### src/hw/rtl/tricorn_escape_time_defines.svh
// assertion helpers for the rtl
`ifndef TRICORN_ESCAPE_TIME_DEFINES_SVH
`define TRICORN_ESCAPE_TIME_DEFINES_SVH

// same-cycle implication, checked out of reset
`define TET_ASSERT_NOW(lbl, ante, cons, msg) \
    lbl: assert property (@(posedge i_clk) disable iff (!i_rst_n) \
        (ante) |-> (cons)) else $error(msg);

// next-cycle implication, checked out of reset
`define TET_ASSERT_NEXT(lbl, ante, cons, msg) \
    lbl: assert property (@(posedge i_clk) disable iff (!i_rst_n) \
        (ante) |=> (cons)) else $error(msg);

`endif

### src/hw/rtl/tet_pkg.sv
package tet_pkg;

    // fixed point format and field widths
    localparam int Q_W       = 32;
    localparam int FRAC_BITS = 28;
    localparam int ITER_BITS = 16;
    localparam int PIX_W     = 10;
    localparam int CFG_ADDR_W = 3;

    // truncated square keeps every bit above the fraction (never negative)
    localparam int SQ_W  = 2 * Q_W - 1 - FRAC_BITS;
    localparam int SUM_W = SQ_W + 1;
    localparam logic [SUM_W-1:0] ESC_BOUND = SUM_W'(4) << FRAC_BITS;

    // register indexes
    localparam logic [CFG_ADDR_W-1:0] REG_RE_ORIGIN  = CFG_ADDR_W'(0);
    localparam logic [CFG_ADDR_W-1:0] REG_IM_ORIGIN  = CFG_ADDR_W'(1);
    localparam logic [CFG_ADDR_W-1:0] REG_RE_STEP    = CFG_ADDR_W'(2);
    localparam logic [CFG_ADDR_W-1:0] REG_IM_STEP    = CFG_ADDR_W'(3);
    localparam logic [CFG_ADDR_W-1:0] REG_CROSS_GAIN = CFG_ADDR_W'(4);
    localparam logic [CFG_ADDR_W-1:0] REG_ITER_LIMIT = CFG_ADDR_W'(5);

    typedef struct packed {
        logic [PIX_W-1:0] pixel_x;
        logic [PIX_W-1:0] pixel_y;
    } t_pixel;

    typedef struct packed {
        logic [PIX_W-1:0]     out_x;
        logic [PIX_W-1:0]     out_y;
        logic [ITER_BITS-1:0] iterations;
    } t_result;

    typedef struct packed {
        logic signed [Q_W-1:0] re_origin;
        logic signed [Q_W-1:0] im_origin;
        logic signed [Q_W-1:0] re_step;
        logic signed [Q_W-1:0] im_step;
        logic signed [Q_W-1:0] cross_gain;
        logic [ITER_BITS-1:0]  iteration_limit;
    } t_cfg;

    // controller to datapath
    typedef struct packed {
        logic load;
        logic map;
        logic sqr;
        logic step;
        logic done;
    } t_cmd;

    // datapath to controller
    typedef struct packed {
        logic cont;
    } t_status;

endpackage

### src/hw/rtl/tet_cfg_regs.sv
module tet_cfg_regs (
    input  logic                          i_clk,
    input  logic                          i_rst_n,
    input  logic                          i_cfg_valid,
    output logic                          o_cfg_ready,
    input  logic [tet_pkg::CFG_ADDR_W-1:0] i_cfg_addr,
    input  logic [tet_pkg::Q_W-1:0]        i_cfg_data,
    output tet_pkg::t_cfg                  o_cfg
);
    import tet_pkg::*;

    t_cfg r_cfg;

    assign o_cfg_ready = 1'b1;
    assign o_cfg       = r_cfg;

    // register file, writes beyond the list are dropped
    always_ff @(posedge i_clk) begin
        if (!i_rst_n) begin
            r_cfg.re_origin       <= -(Q_W'(2) << FRAC_BITS);
            r_cfg.im_origin       <= -(Q_W'(2) << FRAC_BITS);
            r_cfg.re_step         <= Q_W'(1) << (FRAC_BITS - 8);
            r_cfg.im_step         <= Q_W'(1) << (FRAC_BITS - 8);
            r_cfg.cross_gain      <= -(Q_W'(2) << FRAC_BITS);
            r_cfg.iteration_limit <= ITER_BITS'(64);
        end else if (i_cfg_valid) begin
            case (i_cfg_addr)
                REG_RE_ORIGIN:  r_cfg.re_origin       <= i_cfg_data;
                REG_IM_ORIGIN:  r_cfg.im_origin       <= i_cfg_data;
                REG_RE_STEP:    r_cfg.re_step         <= i_cfg_data;
                REG_IM_STEP:    r_cfg.im_step         <= i_cfg_data;
                REG_CROSS_GAIN: r_cfg.cross_gain      <= i_cfg_data;
                REG_ITER_LIMIT: r_cfg.iteration_limit <= i_cfg_data[ITER_BITS-1:0];
                default: ;
            endcase
        end
    end

endmodule

### config.mk
export PLATFORM = sky130hd
export DESIGN_NAME = tet_cfg_regs
export DESIGN_NICKNAME = d
export VERILOG_FILES = /design/src/hw/rtl/tricorn_escape_time_defines.svh /design/src/hw/rtl/tet_pkg.sv /design/src/hw/rtl/tet_cfg_regs.sv
export SDC_FILE = /design/constraint.sdc
export NUM_CORES = 1
export LEC_CHECK = 0
export BUFFER_PORTS_ARGS = -buffer_cell sky130_fd_sc_hd__buf_2
export CELL_PAD_IN_SITES_DETAIL_PLACEMENT = 2
export CELL_PAD_IN_SITES_GLOBAL_PLACEMENT = 2
export CORE_MARGIN = 8
export CORE_UTILIZATION = 27
export CTS_CLUSTER_DIAMETER = 40
export DETAILED_ROUTE_END_ITERATION = 8
export PLACE_DENSITY = 0.79
export SLEW_MARGIN = 10
export SYNTH_ARGS = -nofsm -noshare
export SYNTH_HDL_FRONTEND = slang
export SYNTH_SLANG_ARGS = --single-unit
export TNS_END_PERCENT = 50
### constraint.sdc
create_clock -name i_clk -period 1 [get_ports i_clk]
set_input_delay 0.05 -clock i_clk [delete_from_list [all_inputs] [get_ports i_clk]]
set_output_delay 0.05 -clock i_clk [all_outputs]
set_load 0.02 [all_outputs]
==> flow_metrics.py <==
metrics = {
    "run_status": {
        "status": "completed",
    },
    "power": {
        "power_frac_seq": 0.465,
        "comb_power_share": 0.090,
        "swShare": 0.272,
        "ir_drop_uv": 804,
        "power.internal_mw": 11.4,
        "p_leak_nw": 4.74,
        "powerDensity_nw_per_um2": 1610,
        "clockPowerShare": 0.444,
        "switching_power_mw": 4.26,
    },
    "final_layout": {
        "layoutNonFillerInstCount": 1193,
        "nNetsFinal": 899,
        "nFillCells": 2519,
        "drive_above_1_share": 0.494,
        "antennaDiodeCount": 0,
        "fin_area_um2": 9720,
        "largest_reg_flops": 176,
        "areaGrowthSynthToFinish_pct": 51.5,
    },
    "cts": {
        "cts-htree-levels": 4,
        "cts_buffers": 17,
        "cts_root_buffer": "clkbuf_16",
        "cts_max_path_buffers": 2,
        "cts.clk_slew.worst_paths_ns": 0.08,
        "clkSinkCount": 176,
        "cts_tree": "done",
        "clk_latency_ns": 0.42,
    },
    "floorplanning": {
        "ioPinCount": 215,
        "die_w_um": 170,
        "dieHeight_um": 170,
        "fp-row-count": 56,
        "dieArea_um2": 29000,
        "core_area_um2": 23400,
        "start_util": 0.274,
    },
    "critical_path": {
        "cp-end-kind": "primary output",
        "crit_family": "flip-flops",
        "critPathMaxFanout": 2,
        "max_stage_delay_ns": 0.36,
        "setup.worst_path.start_class": "flop",
        "critical_path_buf_inv_count": 1,
        "required_ns": 0.95,
        "crit_slowest_cell": "dfxtp_2",
        "worstPathArrival_ns": 0.93,
        "path_cells": "buf_4",
        "crit_type": "flop to primary output",
        "reg2reg_slack_ns": 0.21,
    },
    "timing": {
        "report.final.slew_viol_count": 0,
        "max_freq_ghz": 1.02,
        "timing.final.crit_share": 0.980,
        "setup_violations": 0,
        "finalCriticalPeriod_ns": 0.980,
        "finClkSkew_ns": 0,
        "timing.final.ws_setup_ns": 0.0196,
        "hold_viol_final": 0,
        "worst_slew_pin_slew_ns": 0.602,
        "rsz0062_at_grt": "true",
        "timing.slew.headroom": 0.593,
    },
    "placement": {
        "gp_congestion": 0.748,
        "dp_slack_ns": -0.326,
        "placed_cells": 1149,
        "place_area_um2": 8180,
        "hpwl_um": 16900,
        "numPortBuffers": 213,
    },
    "synth": {
        "synthTopCellsByArea": "dfxtp_1 (55%), mux2i_1 (27%), nand2_1 (11%)",
        "yosysMostFrequentCell": "nand2_1",
        "ys_seq_area_frac": 0.549,
        "synth_top_area_cell": "dfxtp_1",
        "synth_top_area_frac": 0.549,
        "syn_area_per_cell_um2": 10.3,
        "syn_area_um2": 6420,
        "synth-main-ff-cell": "dfxtp_1",
        "synth_edf_count": 0,
        "yosysWarnings": 0,
        "synth_cells": 620,
        "synth_seq_cells": 176,
        "synthesis.nets": 658,
        "yosysUniqueCellTypes": 14,
        "yosys-top-cells-count": "nand2_1 (196), dfxtp_1 (176), mux2i_1 (176)",
        "async_flop_share": 0,
    },
    "routing": {
        "via_per_inst": 4.50,
        "ant_nets": 0,
        "wirelength_um": 24500,
        "initialDrtViolationCount": 159,
        "wl_per_cell_um": 20.6,
        "drc": 0,
        "vias": 5370,
        "first_pass_iters": 4,
    },
    "global_route": {
        "grt_start_max_net_pins": 39,
        "gr-usage-all-layers": 0.164,
        "overflow": 0,
        "grt_pass1_vias": 6129,
        "grt_pass1_wl_um": 36700,
        "antenna_found_initial": 0,
    },
    "run": {
        "maxCapViolCount": 0,
    },
    "min_path": {
        "hold_class": "primary input to flop",
    },
}
metal layers:
layer | wire [µm] | part of all wire | global-route usage | vias to the layer above
met5 | 0 | 0 | 0 | -
met4 | 229 | 0.0093 | 0.0442 | 0
met3 | 1520 | 0.062 | 0.0487 | 15
met2 | 12700 | 0.52 | 0.295 | 150
met1 | 10100 | 0.41 | 0.186 | 2677
li1 | - | - | - | 2528
power groups by stage:
stage	sequential, mW	clock (mW)	combinational [mW]
2_1_floorplan	7.59	0	0.486
3_3_place_gp	7.41	0	1.24
3_5_place_dp	7.41	0	1.27
4_1_cts	7.27	7.14	1.39
5_1_grt	7.31	7.43	1.51
6_report	7.29	6.96	1.42
what timing repair did:
action,CTS,global route
gates resized for setup,221,145
setup endpoints to repair,148,123
buffers inserted,0,2
endpoints found under the hold margin,39,0
hold buffers,10,0
final timing paths:
path | start | end | cells after the start
min reg2reg | o_cfg[156] | o_cfg[156] | 2
min | i_cfg_data[19] | o_cfg[163] | 3
max reg2reg | o_cfg[173] | o_cfg[173] | 3
max | o_cfg[25] | o_cfg[25] | 1
cell type report:
class	instances	area (µm²)	share of cell area
Timing Repair Buffer	268	2270	0.233
Sequential cell	176	3700	0.380
Clock buffer	17	425	0.0438
Clock inverter	15	191	0.0197
Multi-Input combinational cell	398	2740	0.282
Tap cell	319	399	0.0411
placed cells by master (no fill, tap or decap):
| master | synthesis | routed |
|---|---|---|
| nor2b_1 | 17 | 17 |
| dlygate4sd3_1 | 0 | 10 |
| nor4b_2 | 0 | 1 |
| buf_4 | 1 | 160 |
| clkbuf_16 | 0 | 17 |
| inv_8 | 0 | 4 |
| dfxtp_2 | 0 | 138 |
| inv_6 | 0 | 3 |
| nor4bb_1 | 2 | 1 |
| clkinv_4 | 0 | 2 |
| dfxtp_1 | 176 | 38 |
| clkinvlp_4 | 0 | 1 |
| clkinv_8 | 0 | 4 |
| nand4bb_4 | 0 | 2 |
| nand2_1 | 196 | 196 |
| mux2i_1 | 176 | 176 |
| or4b_1 | 1 | 1 |
| bufinv_16 | 0 | 1 |
| buf_6 | 1 | 52 |
| nand4b_1 | 2 | 2 |
| conb_1 | 1 | 1 |
| nor4bb_4 | 0 | 1 |
| buf_2 | 18 | 36 |
| buf_12 | 0 | 10 |
metrics by stage:
step | power [mW] | setup TNS [ns] | hold slack, ns | util
3_5_place_dp | 8.68 | -28.56 | 0.350 | 0.350
2_1_floorplan | 8.07 | -1.44 | 0.210 | -
5_1_grt | 16.2 | -0.0514 | 0.00611 | 0.415
6_report | 15.7 | 0 | 0.00849 | 0.415
3_3_place_gp | 8.65 | -22.74 | 0.332 | 0.350
4_1_cts | 15.8 | 0 | 0.00271 | 0.401
cell families (layout without fill, tap and decap cells):
| family | after synthesis | after routing | synth area share |
|---|---|---|---|
| buffers and inverters | 46 | 300 | 0.0322 |
| AND/OR/NAND/NOR | 221 | 221 | 0.144 |
| flip-flops | 176 | 176 | 0.549 |
| multiplexers | 176 | 176 | 0.275 |
| other | 1 | 1 | 0.000584 |
Note: power is estimated with default switching activity, not from simulation.
