--- src/hw/rtl/tricorn_escape_time_defines.svh ---
// assertion helpers for the rtl
`ifndef TRICORN_ESCAPE_TIME_DEFINES_SVH
`define TRICORN_ESCAPE_TIME_DEFINES_SVH

// same-cycle implication, checked out of reset
`define TET_ASSERT_NOW(lbl, ante, cons, msg) \
    lbl: assert property (@(posedge i_clk) disable iff (!i_rst_n) \
        (ante) |-> (cons)) else $error(msg);

// next-cycle implication, checked out of reset
`define TET_ASSERT_NEXT(lbl, ante, cons, msg) \
    lbl: assert property (@(posedge i_clk) disable iff (!i_rst_n) \
        (ante) |=> (cons)) else $error(msg);

`endif

--- src/hw/rtl/tet_pkg.sv ---
package tet_pkg;

    // fixed point format and field widths
    localparam int Q_W       = 32;
    localparam int FRAC_BITS = 28;
    localparam int ITER_BITS = 16;
    localparam int PIX_W     = 10;
    localparam int CFG_ADDR_W = 3;

    // truncated square keeps every bit above the fraction (never negative)
    localparam int SQ_W  = 2 * Q_W - 1 - FRAC_BITS;
    localparam int SUM_W = SQ_W + 1;
    localparam logic [SUM_W-1:0] ESC_BOUND = SUM_W'(4) << FRAC_BITS;

    // register indexes
    localparam logic [CFG_ADDR_W-1:0] REG_RE_ORIGIN  = CFG_ADDR_W'(0);
    localparam logic [CFG_ADDR_W-1:0] REG_IM_ORIGIN  = CFG_ADDR_W'(1);
    localparam logic [CFG_ADDR_W-1:0] REG_RE_STEP    = CFG_ADDR_W'(2);
    localparam logic [CFG_ADDR_W-1:0] REG_IM_STEP    = CFG_ADDR_W'(3);
    localparam logic [CFG_ADDR_W-1:0] REG_CROSS_GAIN = CFG_ADDR_W'(4);
    localparam logic [CFG_ADDR_W-1:0] REG_ITER_LIMIT = CFG_ADDR_W'(5);

    typedef struct packed {
        logic [PIX_W-1:0] pixel_x;
        logic [PIX_W-1:0] pixel_y;
    } t_pixel;

    typedef struct packed {
        logic [PIX_W-1:0]     out_x;
        logic [PIX_W-1:0]     out_y;
        logic [ITER_BITS-1:0] iterations;
    } t_result;

    typedef struct packed {
        logic signed [Q_W-1:0] re_origin;
        logic signed [Q_W-1:0] im_origin;
        logic signed [Q_W-1:0] re_step;
        logic signed [Q_W-1:0] im_step;
        logic signed [Q_W-1:0] cross_gain;
        logic [ITER_BITS-1:0]  iteration_limit;
    } t_cfg;

    // controller to datapath
    typedef struct packed {
        logic load;
        logic map;
        logic sqr;
        logic step;
        logic done;
    } t_cmd;

    // datapath to controller
    typedef struct packed {
        logic cont;
    } t_status;

endpackage

--- src/hw/rtl/tet_ctrl.sv ---
`include "tricorn_escape_time_defines.svh"

module tet_ctrl (
    input  logic             i_clk,
    input  logic             i_rst_n,
    input  logic             i_start,
    output logic             o_busy,
    input  tet_pkg::t_status i_status,
    output tet_pkg::t_cmd    o_cmd
);
    import tet_pkg::*;

    localparam logic [1:0] ST_IDLE = 2'd0;
    localparam logic [1:0] ST_MAP  = 2'd1;
    localparam logic [1:0] ST_SQR  = 2'd2;
    localparam logic [1:0] ST_STEP = 2'd3;

    logic [1:0] r_state;
    logic [1:0] n_state;

    assign o_busy = (r_state != ST_IDLE);

    // next state and commands
    always_comb begin
        n_state = r_state;
        o_cmd   = '0;
        case (r_state)
            ST_IDLE: begin
                if (i_start) begin
                    o_cmd.load = 1'b1;
                    n_state    = ST_MAP;
                end
            end
            ST_MAP: begin
                o_cmd.map = 1'b1;
                n_state   = ST_SQR;
            end
            ST_SQR: begin
                o_cmd.sqr = 1'b1;
                n_state   = ST_STEP;
            end
            ST_STEP: begin
                if (i_status.cont) begin
                    o_cmd.step = 1'b1;
                    n_state    = ST_SQR;
                end else begin
                    o_cmd.done = 1'b1;
                    n_state    = ST_IDLE;
                end
            end
            default: n_state = ST_IDLE;
        endcase
    end

    // state register
    always_ff @(posedge i_clk) begin
        if (!i_rst_n) begin
            r_state <= ST_IDLE;
        end else begin
            r_state <= n_state;
        end
    end

    // checks
    `TET_ASSERT_NEXT(a_start_maps, (i_start && r_state == ST_IDLE), (r_state == ST_MAP),
        "accepted transaction did not enter mapping")
    `TET_ASSERT_NOW(a_cmd_onehot, 1'b1, $onehot0(o_cmd), "more than one command at once")
    `TET_ASSERT_NOW(a_done_in_step, o_cmd.done, (r_state == ST_STEP && !i_status.cont),
        "finish issued outside the escape test")
    `TET_ASSERT_NEXT(a_done_idle, o_cmd.done, (!o_busy), "still busy after finish")

endmodule

--- config.mk ---
export PLATFORM = sky130hd
export DESIGN_NAME = tet_ctrl
export DESIGN_NICKNAME = d
export VERILOG_FILES = /design/src/hw/rtl/tet_pkg.sv /design/src/hw/rtl/tet_ctrl.sv
export VERILOG_INCLUDE_DIRS = /design/src /design/src/hw/rtl
export SDC_FILE = /design/constraint.sdc
export NUM_CORES = 1
export LEC_CHECK = 0
export BUFFER_PORTS_ARGS = -buffer_cell sky130_fd_sc_hd__buf_2
export CORE_AREA = 2 2 39 41
export DETAILED_ROUTE_END_ITERATION = 8
export DIE_AREA = 0 0 41 43
export SKIP_LAST_GASP = 1
export SYNTH_ARGS = -nofsm -noshare
export SYNTH_HDL_FRONTEND = slang
export SYNTH_SLANG_ARGS = --single-unit
--- constraint.sdc ---
create_clock -name i_clk -period 2.1 [get_ports i_clk]
set_input_delay 0.21 -clock i_clk [delete_from_list [all_inputs] [get_ports i_clk]]
set_output_delay 0.21 -clock i_clk [all_outputs]
set_load 0.02 [all_outputs]
==> results.toml, run 1 <==
[timing]
setup_violations = 0
fmax_mhz = 793
setup_tns_ns = 0
drv_slew = 0
fin_skew_ns = 0.00417
tightest_slew_ns = 0.161
setup_slack_ns = 0.839
hold_viol = 0
min_period_ns = 1.26
slew_headroom_pct = 89.3
fin_crit_sh_pct = 60.1
rsz0062_at_grt = "false"

[layout]
drive_gt1_share_pct = 52.0
syn_to_final_growth_pct = 83.3
regArea_um2 = 40.0
finalNetCount = 31
fillers = 159
multi_input_area_um2 = 61.3
diodes = 0
regMostFlops = "r_state"
reg.largest.list = "r_state x2"
largest_register_ffs = 2

[yosys]
ys_ff_latch = 2
synth-adder-area-share_pct = 0
synth_xor_area_share_pct = 0
synth_top_family_by_area = "simple AND/OR/NAND/NOR gates"
synth.net_count = 17
ys_seq_area_share_pct = 38.1
synth_area_um2 = 105
synth_cell_types = 10
synth-compound-area-share_pct = 9.52
synth_mux_area_share_pct = 0
yosys_warnings = 0
avgSynthCellArea_um2 = 8.08
syn_inst = 13
yosys.area_share.simple_pct = 48.8

[worst_setup_path]
cpMaxStageDelayCell = "dfxtp_1"
critPathTopFamily = "simple AND/OR/NAND/NOR gates"
cp.required_ns = 1.89
r2r_slack_ns = 1.28
critical_path_class = "reg -> out"
cp-end-kind = "output port"
max_stage_delay_ns = 0.33
cp_max_fo = 6
path_buf_inv = 1
startpoint_type = "flip-flop"
cp_data_arrival_time_ns = 1.05
worstPathCellList = "or2_4 > nor2_1 > buf_2"

[placed_design]
dp_slack_ns = 1.06
io_buffers = 9
routabilityCongestion = 0.440

[clock_tree]
cts_inserted_buffers = 3
clk_pin_slew_ns = 0.03
cts_tree = "built"
root_buffer = "clkbuf_4"
cts_setup_buffers = 0
insertion_delay_ns = 0.22
cts_hold_buffers = 0
ctsResizeCount = 0
cts_buffer_depth = 2
cts.sinks = 2
cts_max_level = 1

[drt]
drt_wl_total_um = 278
drt_iter0_drc = 0
viasPerCell = 3.22
drc = 0
vias = 132
first_pass_iters = 1
ant_nets = 0
wl_per_cell_um = 6.78

[grt]
grt_max_degree = 7
antenna_found_initial = 0
first_global_vias = 97
grt-ovfl-total = 0
grt_pass1_wl_um = 331
grt_use_total_pct = 3.91

[power]
peakVddDrop_mv = 0.0946
p_leak_nw = 0.114
power_density_mw_per_mm2 = 853
p_total_mw = 0.164

[outcome]
status = "complete, no violations"

[floorplanning]
die_h_um = 43
core_mm2 = 0.00138
die_area_mm2 = 0.00176
rows = 14
initial_core_util_pct = 7.59
dieWidth_um = 41
io_pins = 10

[min_path]
hold_path.class = "in -> reg"

[flow_run]
max-cap-violations = 0
==> kinds of logic (layout without fill, tap and decap cells) <==
kind of cell           after synthesis  count (layout)
AND/OR/NAND/NOR                      9               9
flip-flops                           2               2
buffers and inverters                1              13
AO/OA/AOI/OAI                        1               1
==> cells in the mapped netlist, drive strengths merged <==
| master | instances | share of area (%) |
|---|---|---|
| and2b | 1 | 7.1 |
| and3 | 1 | 6.0 |
| dfxtp | 2 | 38 |
| inv | 1 | 3.6 |
| nand2 | 1 | 3.6 |
| nor2 | 3 | 11 |
| nor2b | 1 | 6.0 |
| nor3b | 1 | 7.1 |
| o211a | 1 | 9.5 |
| or2 | 1 | 8.3 |
==> metrics by stage <==
| stage | instances | util [%] | cell area, µm² | hold slack (ns) |
|---|---|---|---|---|
| final | 41 | 13.9 | 193 | 0.229 |
| after global routing | 41 | 13.9 | 193 | 0.242 |
| after CTS | 41 | 13.9 | 193 | 0.222 |
| after detailed placement | 38 | 12.3 | 170 | 0.455 |
| after global placement | 38 | 12.3 | 170 | 0.459 |
| after floorplan | 13 | - | 105 | 0.343 |
==> worst paths after layout <==
check,start,to,cells past startpoint
max,r_state[1],o_cmd[4],3
min,i_rst_n,r_state[1],2
max reg2reg,r_state[1],r_state[1],2
min reg2reg,r_state[0],r_state[0],1
==> per-layer routing <==
metal / share of wire [%] / routed length (µm) / track usage [%]
met4: 0 / 0 / 4.00
met5: 0 / 0 / 0
met3: 26 / 71 / 7.85
met1: 37 / 102 / 1.60
met2: 37 / 103 / 4.06
==> layout by cell type, fill, tap and decap left out <==
cell type,instances
and2b_1,1
and3_1,1
buf_2,9
clkbuf_4,3
dfxtp_1,2
inv_1,1
nand2_1,1
nor2_1,3
nor2b_1,1
nor3b_1,1
o211a_1,1
or2_4,1
==> power breakdown <==
| part | switching, mW | internal (mW) | leakage [nW] |
|---|---|---|---|
| sequential | 0.00393 | 0.0416 | 0.0166 |
| combinational | 0.0191 | 0.0155 | 0.0839 |
| clock | 0.0212 | 0.0630 | 0.0138 |
==> layout make-up <==
| cell class | count | area share [%] |
|---|---|---|
| multi-input combinational | 10 | 31.8 |
| clock buffer | 3 | 11.7 |
| inverter | 1 | 1.95 |
| tap | 16 | 10.4 |
| sequential | 2 | 20.8 |
| timing repair buffer | 9 | 23.4 |
(Power assumes the default switching activity.)
==> run 2, diff against run 1 <==
clock period = 1.25 ns   (was 2.1 ns; I/O delays follow)
==> run 2 against run 1 <==
Net effect:
- flip-flop and latch count did not move
- sequential share of layout area up 0.24 points
- hold slack got worse by 0.078 ns
- total power up 70%
- setup slack worse by 0.75 ns
==> results.toml, run 2 (synthesis results as in run 1) <==
[clock_tree]
cts.sinks = 2
root_buffer = "clkbuf_4"
cts_tree = "built"
cts_inserted_buffers = 3
cts_setup_buffers = 0
cts_buffer_depth = 2
cts_hold_buffers = 0
cts_max_level = 1
insertion_delay_ns = 0.22
clk_pin_slew_ns = 0.03
ctsResizeCount = 0

[floorplanning]
dieWidth_um = 41
die_h_um = 43
initial_core_util_pct = 7.59
core_mm2 = 0.00138
io_pins = 10
die_area_mm2 = 0.00176
rows = 14

[layout]
final_util_pct = 14.2
syn_to_final_growth_pct = 86.9
finalNetCount = 31
final_common_cell = "buf_2"
regArea_um2 = 41.3
regMostFlops = "r_state"
reg.largest.list = "r_state x2"
mostFrequentLayoutCells = "buf_2 (8), nor2_1 (3), clkbuf_4 (3)"
drive_gt1_share_pct = 56.0
multi_input_area_um2 = 61.3
diodes = 0
fillers = 165
largest_register_ffs = 2

[worst_setup_path]
r2r_slack_ns = 0.43
cp-end-kind = "output port"
worstPathCellList = "or2_4 > nor2_1 > buf_4"
r2r_start = "r_state[0]"
cp.required_ns = 1.12
critical_path_class = "reg -> out"
startpoint_type = "flip-flop"
max_stage_delay_ns = 0.34
timing.rr.end = "r_state[1]"
r2r_cells = 2
cp_max_fo = 6
cp_data_arrival_time_ns = 1.03
cpMaxStageDelayCell = "dfxtp_1"

[timing]
setup_violations = 0
hold_viol = 0
setup_tns_ns = 0
fin_skew_ns = 0.000347
tightest_slew_ns = 0.174
slew_headroom_pct = 88.4
rsz0062_at_grt = "false"
min_period_ns = 1.16
fin_crit_sh_pct = 92.6
fmax_mhz = 864
drv_slew = 0

[placed_design]
io_buffers = 9
routabilityCongestion = 0.424

[outcome]
status = "complete, no violations"

[power]
p_total_mw = 0.280
switching_share_pct = 26.9
power_frac_comb_pct = 21.8
power_density_mw_per_mm2 = 1420
p_leak_nw = 0.115
peakVddDrop_mv = 0.285
switchingPower_mw = 0.0753
p_seq_share_pct = 27.7
p_int_mw = 0.204
clkPwrFrac_pct = 50.5

[min_path]
hold-path-cell-count = 2
hold_path.class = "in -> reg"
hold_path.startpoint = "i_rst_n"
hold_end = "r_state[1]"

[drt]
drc = 0
first_pass_iters = 3
ant_nets = 0
viasPerCell = 3.20
drt_wl_total_um = 303
vias = 131
drt_iter0_drc = 4
wl_per_cell_um = 7.39

[flow_run]
max-cap-violations = 0

[grt]
grt-ovfl-total = 0
grt_use_total_pct = 4.61
first_global_vias = 119
grt_max_degree = 7
antenna_found_initial = 0
grt_pass1_wl_um = 441
## run 2: cell counts in the layout (fill, tap and decap cells not counted)
Identical to the previous run, type by type.
## run 2: layout make-up
class                   instances  share of cell area, %
flip-flops and latches          2                   21.0
repair buffers                  9                   24.2
inverters                       1                   1.91
well taps                      16                   10.2
multi-input cells              10                   31.2
clock buffers                   3                   11.5
## run 2: worst max-delay path by stage
stage	startpoint	end
finish	r_state[0]	o_cmd[4]
floorplan	r_state[1]	o_cmd[4]
global route	r_state[0]	o_cmd[4]
detailed placement	r_state[1]	o_cmd[4]
global placement	r_state[1]	o_cmd[4]
CTS	r_state[1]	o_cmd[4]
## run 2: metrics by stage
step	hold WS, ns	cells	setup WS, ns	cell area, µm²
2_1_floorplan	0.258	13	0.223	105
3_3_place_gp	0.379	38	0.318	170
3_5_place_dp	0.384	38	0.301	170
4_1_cts	0.149	41	0.0580	193
5_1_grt	0.154	41	0.00981	196
6_report	0.151	41	0.0929	196
## run 2: worst max-delay path, delay by kind of cell, from the launching register on
family	cells	cell delay, ns
buffers and inverters	1	0.14
DFF	1	0.34
and+or+nand+nor	2	0.33
## run 2: layer usage
| layer | vias up | track usage [%] | wire, µm |
|---|---|---|---|
| li1 | 67 | - | - |
| met1 | 54 | 2.56 | 120 |
| met2 | 10 | 6.25 | 120 |
| met3 | 0 | 6.28 | 62 |
| met5 | - | 0 | 0 |
| met4 | 0 | 4.00 | 0 |
## run 2: power groups by stage
stage                     combinational, mW  clock [mW]  sequential, mW
after detailed placement             0.0600           0          0.0775
after global placement               0.0591           0          0.0766
after floorplan                      0.0391           0          0.0760
final                                0.0610       0.141          0.0775
after global routing                 0.0676       0.163          0.0789
after CTS                            0.0601       0.150          0.0767
